### config.mk
export PLATFORM = sky130hd
export DESIGN_NAME = prad_ctrl
export DESIGN_NICKNAME = d
export VERILOG_FILES = /design/src/prad_pkg.sv /design/src/prad_ctrl.sv
export SDC_FILE = /design/constraint.sdc
export NUM_CORES = 1
export LEC_CHECK = 0
export ABC_AREA = 1
export BUFFER_PORTS_ARGS = -buffer_cell sky130_fd_sc_hd__buf_2
export CAP_MARGIN = 10
export CORE_AREA = 2 2 39 41
export DETAILED_ROUTE_END_ITERATION = 16
export DIE_AREA = 0 0 41 43
export PLACE_DENSITY_LB_ADDON = 0.2
export SETUP_SLACK_MARGIN = 0.02
export SYNTH_ARGS = -nofsm -noshare
export SYNTH_HDL_FRONTEND = slang
export SYNTH_SLANG_ARGS = --single-unit
### constraint.sdc
create_clock -name clk -period 1.05 [get_ports clk]
set_input_delay 0.21 -clock clk [delete_from_list [all_inputs] [get_ports clk]]
set_output_delay 0.21 -clock clk [all_outputs]
set_load 0.005 [all_outputs]
### src/prad_pkg.sv
package prad_pkg;

  // Field widths of the bus item and the result item
  localparam int CMD_W    = 3;
  localparam int ADDR_W   = 16;
  localparam int BYTE_W   = 8;
  localparam int INDEX_W  = 6;
  localparam int KIND_W   = 3;
  localparam int REGION_W = 5;

  // Default sizes handed to the top level
  localparam int DEFAULT_REGION_SLOTS = 32;
  localparam int DEFAULT_RAM_BYTES    = 65536;

  // Address reduction modulo the RAM size: quotient by reciprocal multiply
  localparam int RECIP_SHIFT = 32;
  localparam int RECIP_W     = 25;
  localparam int QUOT_W      = 9;
  localparam int REM_W       = QUOT_W + 17;

  // Command codes
  localparam logic [CMD_W-1:0] CMD_READ_BYTE  = 3'd0;
  localparam logic [CMD_W-1:0] CMD_WRITE_BYTE = 3'd1;
  localparam logic [CMD_W-1:0] CMD_READ_WORD  = 3'd2;
  localparam logic [CMD_W-1:0] CMD_WRITE_WORD = 3'd3;
  localparam logic [CMD_W-1:0] CMD_DEFINE     = 3'd4;
  localparam logic [CMD_W-1:0] CMD_SET_ACTIVE = 3'd5;

  // Result kind codes
  localparam logic [KIND_W-1:0] KIND_RAM_DATA     = 3'd0;
  localparam logic [KIND_W-1:0] KIND_RAM_WRITTEN  = 3'd1;
  localparam logic [KIND_W-1:0] KIND_REGION_READ  = 3'd2;
  localparam logic [KIND_W-1:0] KIND_REGION_WRITE = 3'd3;
  localparam logic [KIND_W-1:0] KIND_DEFINED      = 3'd4;
  localparam logic [KIND_W-1:0] KIND_FULL         = 3'd5;
  localparam logic [KIND_W-1:0] KIND_FLAG_SET     = 3'd6;
  localparam logic [KIND_W-1:0] KIND_BAD_INDEX    = 3'd7;

  typedef struct packed {
    logic [CMD_W-1:0]   cmd;
    logic [ADDR_W-1:0]  address;
    logic [ADDR_W-1:0]  value;
    logic [ADDR_W-1:0]  region_low;
    logic [ADDR_W-1:0]  region_high;
    logic [INDEX_W-1:0] region_index;
    logic               active;
  } in_item_t;

  typedef struct packed {
    logic [KIND_W-1:0]   kind;
    logic [REGION_W-1:0] region;
    logic [ADDR_W-1:0]   offset;
    logic [BYTE_W-1:0]   data;
    logic                last;
  } out_item_t;

  // Commands from the controller to the datapath
  typedef struct packed {
    logic load;
    logic reduce;
    logic hi;
    logic lookup;
    logic emit_byte;
    logic emit_table;
    logic clear;
    logic last;
  } dp_cmd_t;

  // Status from the datapath to the controller
  typedef struct packed {
    logic slot_free;
    logic clear_done;
  } dp_status_t;

endpackage

### src/prad_ctrl.sv
module prad_ctrl (
  input  logic                       clk,
  input  logic                       rst,
  input  logic                       in_valid,
  input  logic [prad_pkg::CMD_W-1:0] in_cmd,
  input  prad_pkg::dp_status_t       status,
  output logic                       ready,
  output prad_pkg::dp_cmd_t          cmd
);

  typedef enum logic [5:0] {
    ST_CLEAR  = 6'b000001,
    ST_IDLE   = 6'b000010,
    ST_REDUCE = 6'b000100,
    ST_LOOKUP = 6'b001000,
    ST_EMIT   = 6'b010000,
    ST_TABLE  = 6'b100000
  } state_t;

  state_t state;
  state_t state_next;
  logic   word;
  logic   word_next;
  logic   hi;
  logic   hi_next;

  assign ready = (state == ST_IDLE);

  // Sequence each item through the datapath
  always_comb begin
    state_next = state;
    word_next  = word;
    hi_next    = hi;
    cmd        = '0;
    cmd.hi     = hi;
    cmd.last   = !word || hi;
    unique case (state)
      ST_CLEAR: begin
        cmd.clear = 1'b1;
        if (status.clear_done) begin
          state_next = ST_IDLE;
        end
      end
      ST_IDLE: begin
        if (in_valid) begin
          cmd.load = 1'b1;
          hi_next  = 1'b0;
          unique case (in_cmd) inside
            prad_pkg::CMD_READ_BYTE, prad_pkg::CMD_WRITE_BYTE: begin
              word_next  = 1'b0;
              state_next = ST_REDUCE;
            end
            prad_pkg::CMD_READ_WORD, prad_pkg::CMD_WRITE_WORD: begin
              word_next  = 1'b1;
              state_next = ST_REDUCE;
            end
            prad_pkg::CMD_DEFINE, prad_pkg::CMD_SET_ACTIVE: begin
              word_next  = 1'b0;
              state_next = ST_TABLE;
            end
            default: begin
              state_next = ST_IDLE;
            end
          endcase
        end
      end
      ST_REDUCE: begin
        cmd.reduce = 1'b1;
        state_next = ST_LOOKUP;
      end
      ST_LOOKUP: begin
        cmd.lookup = 1'b1;
        state_next = ST_EMIT;
      end
      ST_EMIT: begin
        if (status.slot_free) begin
          cmd.emit_byte = 1'b1;
          if (word && !hi) begin
            hi_next    = 1'b1;
            state_next = ST_REDUCE;
          end else begin
            state_next = ST_IDLE;
          end
        end
      end
      ST_TABLE: begin
        if (status.slot_free) begin
          cmd.emit_table = 1'b1;
          state_next     = ST_IDLE;
        end
      end
      default: begin
        state_next = ST_CLEAR;
      end
    endcase
  end

  always_ff @(posedge clk) begin
    if (rst) begin
      state <= ST_CLEAR;
      word  <= 1'b0;
      hi    <= 1'b0;
    end else begin
      state <= state_next;
      word  <= word_next;
      hi    <= hi_next;
    end
  end

  a_high_byte_follows: assert property (@(posedge clk) disable iff (rst)
    (cmd.emit_byte && !cmd.last) |=> (cmd.reduce && cmd.hi))
    else $error("high byte of a word access did not follow the low byte");

  a_no_accept_while_clearing: assert property (@(posedge clk) disable iff (rst)
    cmd.clear |-> (!ready && !cmd.load))
    else $error("item taken during RAM clearing sweep");

endmodule

## Yosys cells after proc, flatten, opt, wreduce, memory -nomap -nowiden

Index checks and enable logic that the tools add are counted.

| word-level totals | value |
|---|---|
| flip-flop bits (word level) | 8 |
| input bits | 8 |
| output and inout port bits | 9 |
| word-level logic and storage cells | 53 |

| operators by class | value |
|---|---|
| equal/unequal tests | 16 |
| muxes and demuxes | 20 |
| reductions and logical operators | 14 |

Operator list:

| operator | count |
|---|---|
| 6-bit case mux with 6 select lines | 1 |
| 6-bit two-way mux | 4 |
| 6-bit case mux with 2 select lines | 1 |
| 1-bit two-way mux | 11 |
| 2-bit != test (second input constant) | 5 |
| 4-bit AND reduction | 2 |
| 4-bit OR reduction | 2 |
| 3-bit by 2-bit equality test with 1-bit output (second input constant) | 2 |
| 3-bit equality test (second input constant) | 2 |
| 6-bit by 1-bit equality test with 1-bit output (second input constant) | 1 |
| 6-bit by 2-bit equality test with 1-bit output (second input constant) | 1 |
| 6-bit by 3-bit equality test with 1-bit output (second input constant) | 1 |
| 6-bit by 4-bit equality test with 1-bit output (second input constant) | 1 |
| 6-bit by 5-bit equality test with 1-bit output (second input constant) | 1 |
| 6-bit equality test (second input constant) | 1 |
| 1-bit case mux with 2 select lines | 2 |
| 2-bit nonzero test | 2 |
| 2-bit OR reduction | 2 |
| 3-bit by 1-bit equality test with 1-bit output (second input constant) | 1 |
| 3-bit zero test | 1 |
| 3-bit two-way mux | 1 |
| 3-bit AND reduction | 1 |
| 1-bit zero test | 2 |
| 1-bit logical AND | 1 |
| 1-bit logical OR | 1 |

## Logic depth before layout (Yosys ltp)

| logic depth | value |
|---|---|
| word-level depth | 5 |
| gate-level depth with buffers | 9 |
| depth with buffers taken out | 9 |

## Least setup slack after synthesis

Ideal clock, no wire load.

| path | value |
|---|---|
| path kind | reg-to-reg |
| start point | register state[2] |
| end point | register state[5] |
| library setup time | 113 ps |
| arrival | 1006 ps |
| data required time | 937 ps |
| setup slack | -68 ps |
| cell stages (with the launch flop) | 8 |
| path buffers | 0 |
| period minus slack after synthesis | 1118 ps |
| cells stage by stage | dfxtp_1 -> nor2_4 -> and2_4 -> o211ai_1 -> nand2_1 -> nand2_1 -> nand2_1 -> nor2_1 |

| on the way | value |
|---|---|
| word-level cells in the longest chain between the ends | 3 |
| elaborated cells between the ends (all ways) | 12 |
| those cells by class | eq/ne (10); mux (1); reduce/logical (1) |

Ends and longest elaborated chain:

| element | line | source |
|---|---|---|
| start: declaration | prad_ctrl.sv:20 | `state_t state;` |
| start signal: assignment | prad_ctrl.sv:104 | `state <= state_next;` |
| 6-bit by 5-bit equality test with 1-bit output (tied with other cells) | prad_ctrl.sv:37 | `unique case (state)` |
| 2-bit != test (no source line) | n/a |  |
| 4-bit AND reduction (no source line) | n/a |  |

Several ways; a longest one is shown, not always the timed one.
A chain may end at the register's enable or synchronous reset.

==> out/qor.csv <==
metric,value,unit
post-route minimum period,1.41,ns
drt drc,0,
worst slack at placement,-0.148,ns
placed cell area,719,um^2
gr usage total,20.6,%
Setup WS post-layout,-0.361,ns
Post-Synth Simple-Gate Area,50.0,%
P per Cell Area,1690,nW/um^2
CP Launch Type,flop,
"FF+latch count, synth",8,
routed len/inst,11.6,um
hold crit path type,input port to flop,
clock-pin slew on the worst setup and hold paths,0.06,ns
worst path cell trace,buf_4 > nor2_4 > nand3_1 > nor2_1 > buf_2,
worst-path maximum fanout,3,
Ys Warns,0,
Worst EP required,0.84,ns
Num CTS Buffers,3,
detail-routed via count per cell,4.88,
Crit path max-delay family,flip-flops,
Layout area overhead,63.1,%
period utilization,134,%
layout cells sized above 1,60.2,%
hpwl dp,992,um
first-pass GRT wire length,2440,um
initial antenna violation count,0,
sequential area share after synthesis,29.0,%
syn_nets,91,
Peak VDD IR,0.833,mV
routed via count,654,
Setup CP Type,flop to output pin,
Synth Instances,83,
Mapped Area,553,um^2
root buffer cell,clkbuf_4,
compound-cell area share of the yosys netlist,6.79,%
core area,1380,um^2
DR iter-0 viols,14,
first-pass detailed-route iteration total,4,
failing checks,setup timing,
Max Cap Violations,0,
Buffers & Inverters on Critical Path,2,
"Slowest-stage cell, CP",dfxtp_4,
IO buf count,15,
clock sinks,8,
status,"complete, but fails checks",
Slew @ Worst Pin,0.218,ns
mux contribution to synthesized area,0,%
Arrival @ worst endpoint,1.20,ns
num ports,17,
Pins Over Slew Limit,0,
post-synthesis adder-cell area fraction,0,%
starting density of the core,40.0,%
chip width,41,um
CTS tree,built,
worst hold margin,0.176,ns
diode count,0,
distinct cell type count of the synthesized netlist,18,
clk buf depth,2,
main combinational cell family by area after synthesis,simple AND/OR/NAND/NOR gates,
final WL,1550,um
Fin. Hold Viols,0,
Max Fclk,0.709,GHz
Die Span Y,43,um
Critical Path Sink Type,output pin,
fin area,902,um^2
Rows,14,
leakage,0.449,nW
Total Nets Final,128,
Worst Skew,0.00647,ns
XOR/XNOR share of the synthesized area,0,%
synthesized area per cell,6.66,um^2
gpl congestion,0.807,
DIE AREA,1760,um^2
largest net degree at the start of global routing,7,
hold_buf cts,0,
"Setup violations, final",15,
"slowest stage delay, CP",0.35,ns
clock latency at the later pin of the worst-skew pair,0.26,ns
Slew headroom,85.4,%
post-route ant nets,0,
RSZ-0062 raised after global routing,true,
H-tree Lvls,1,
grt ovf,0,
vias in the first global route,617,
==> worst paths after layout <==
| kind | slack (ns) | depth (start not counted) | startpoint | to |
|---|---|---|---|---|
| setup / recovery | -0.36 | 5 | state[4] | cmd[2] |
| hold / removal | 0.18 | 2 | rst | hi |
| setup reg to reg | -0.23 | 9 | state[4] | state[5] |
| hold reg to reg | 0.52 | 2 | word | word |
==> per-stage QoR <==
step | cells | power, mW | utilization [%] | TNS (ns)
floorplan | 83 | 0.872 | - | -0.0688
detailed placement | 121 | 1.07 | 52.0 | -1.47
global route | 134 | 1.66 | 65.2 | -4.90
global placement | 121 | 1.06 | 52.0 | -1.40
CTS | 130 | 1.39 | 59.6 | -3.55
finish | 134 | 1.52 | 65.2 | -3.60
==> power by group <==
group | leakage (nW) | switching, mW | internal, mW
logic | 0.366 | 0.440 | 0.383
clock network | 0.0138 | 0.114 | 0.131
registers | 0.0691 | 0.0777 | 0.376
==> layout by cell type (no fill, tap or decap), drive strengths merged <==
| cell | netlist | layout |
|---|---|---|
| nand3 | 8 | 8 |
| and2 | 1 | 1 |
| nand2 | 13 | 13 |
| dfxtp | 8 | 8 |
| a21oi | 5 | 5 |
| o21ai | 1 | 1 |
| nor3 | 3 | 3 |
| nor2 | 17 | 17 |
| o211ai | 1 | 1 |
| clkbuf | 0 | 3 |
| nand4 | 6 | 6 |
| inv | 19 | 19 |
| buf | 1 | 33 |
==> per-layer routing <==
| layer | GRT usage (%) | up-vias | part of all wire [%] | routed length, um |
|---|---|---|---|---|
| met5 | 0 | - | 0 | 0 |
| met4 | 12.0 | 0 | 2.3 | 36 |
| met3 | 3.66 | 5 | 5.4 | 84 |
| met2 | 31.9 | 19 | 51 | 794 |
| met1 | 25.2 | 291 | 41 | 637 |
| li1 | - | 339 | - | - |
==> state kept, by name, indices dropped and copies added (netlist names) <==
name and flops:
state 6, word 1, hi 1
==> worst reg2reg max path: stages, from the launching register on <==
cell     delay [ns]
dfxtp_4        0.35
nor2_4         0.17
buf_6          0.13
nand4_1        0.11
nand2_1        0.13
inv_1          0.06
nand2_2        0.08
nand2_1        0.05
nand2_1        0.05
nor2_1         0.04
==> what timing repair did <==
item                                    in CTS  in global routing
gates cloned                                 0                  0
pin swaps                                    8                 11
resized for setup                           13                 14
buffers inserted                             6                  5
endpoints found under the setup margin      16                 17
==> cells in the mapped netlist <==
| cell type | count | area (um^2) |
|---|---|---|
| inv_1 | 18 | 67.6 |
| nand2_4 | 1 | 11.3 |
| buf_4 | 1 | 7.51 |
| a21oi_1 | 5 | 25.0 |
| nor3_2 | 1 | 10.0 |
| nand4_1 | 6 | 37.5 |
| nor3_1 | 2 | 10.0 |
| nor2_4 | 5 | 56.3 |
| nand3_1 | 7 | 35.0 |
| nand3_2 | 1 | 10.0 |
| nor2_1 | 9 | 33.8 |
| inv_2 | 1 | 3.75 |
| nand2_1 | 12 | 45.0 |
| nor2_2 | 3 | 18.8 |
| o21ai_1 | 1 | 5.00 |
| and2_4 | 1 | 8.76 |
| o211ai_1 | 1 | 7.51 |
| dfxtp_1 | 8 | 160 |
==> cells by family (layout without fill, tap and decap cells) <==
family | after synthesis | count (layout)
buffers and inverters | 20 | 55
AO/OA/AOI/OAI | 7 | 7
AND/OR/NAND/NOR | 48 | 48
flip-flops | 8 | 8
==> final cells by class <==
class,instances,area [um^2]
Multi-Input combinational cell,55,373
Fill cell,123,482
Sequential cell,8,178
Timing Repair Buffer,33,238
Inverter,19,71.3
Clock buffer,3,22.5
Tap cell,16,20.0
No activity file was read; power rests on OpenSTA's default activity.
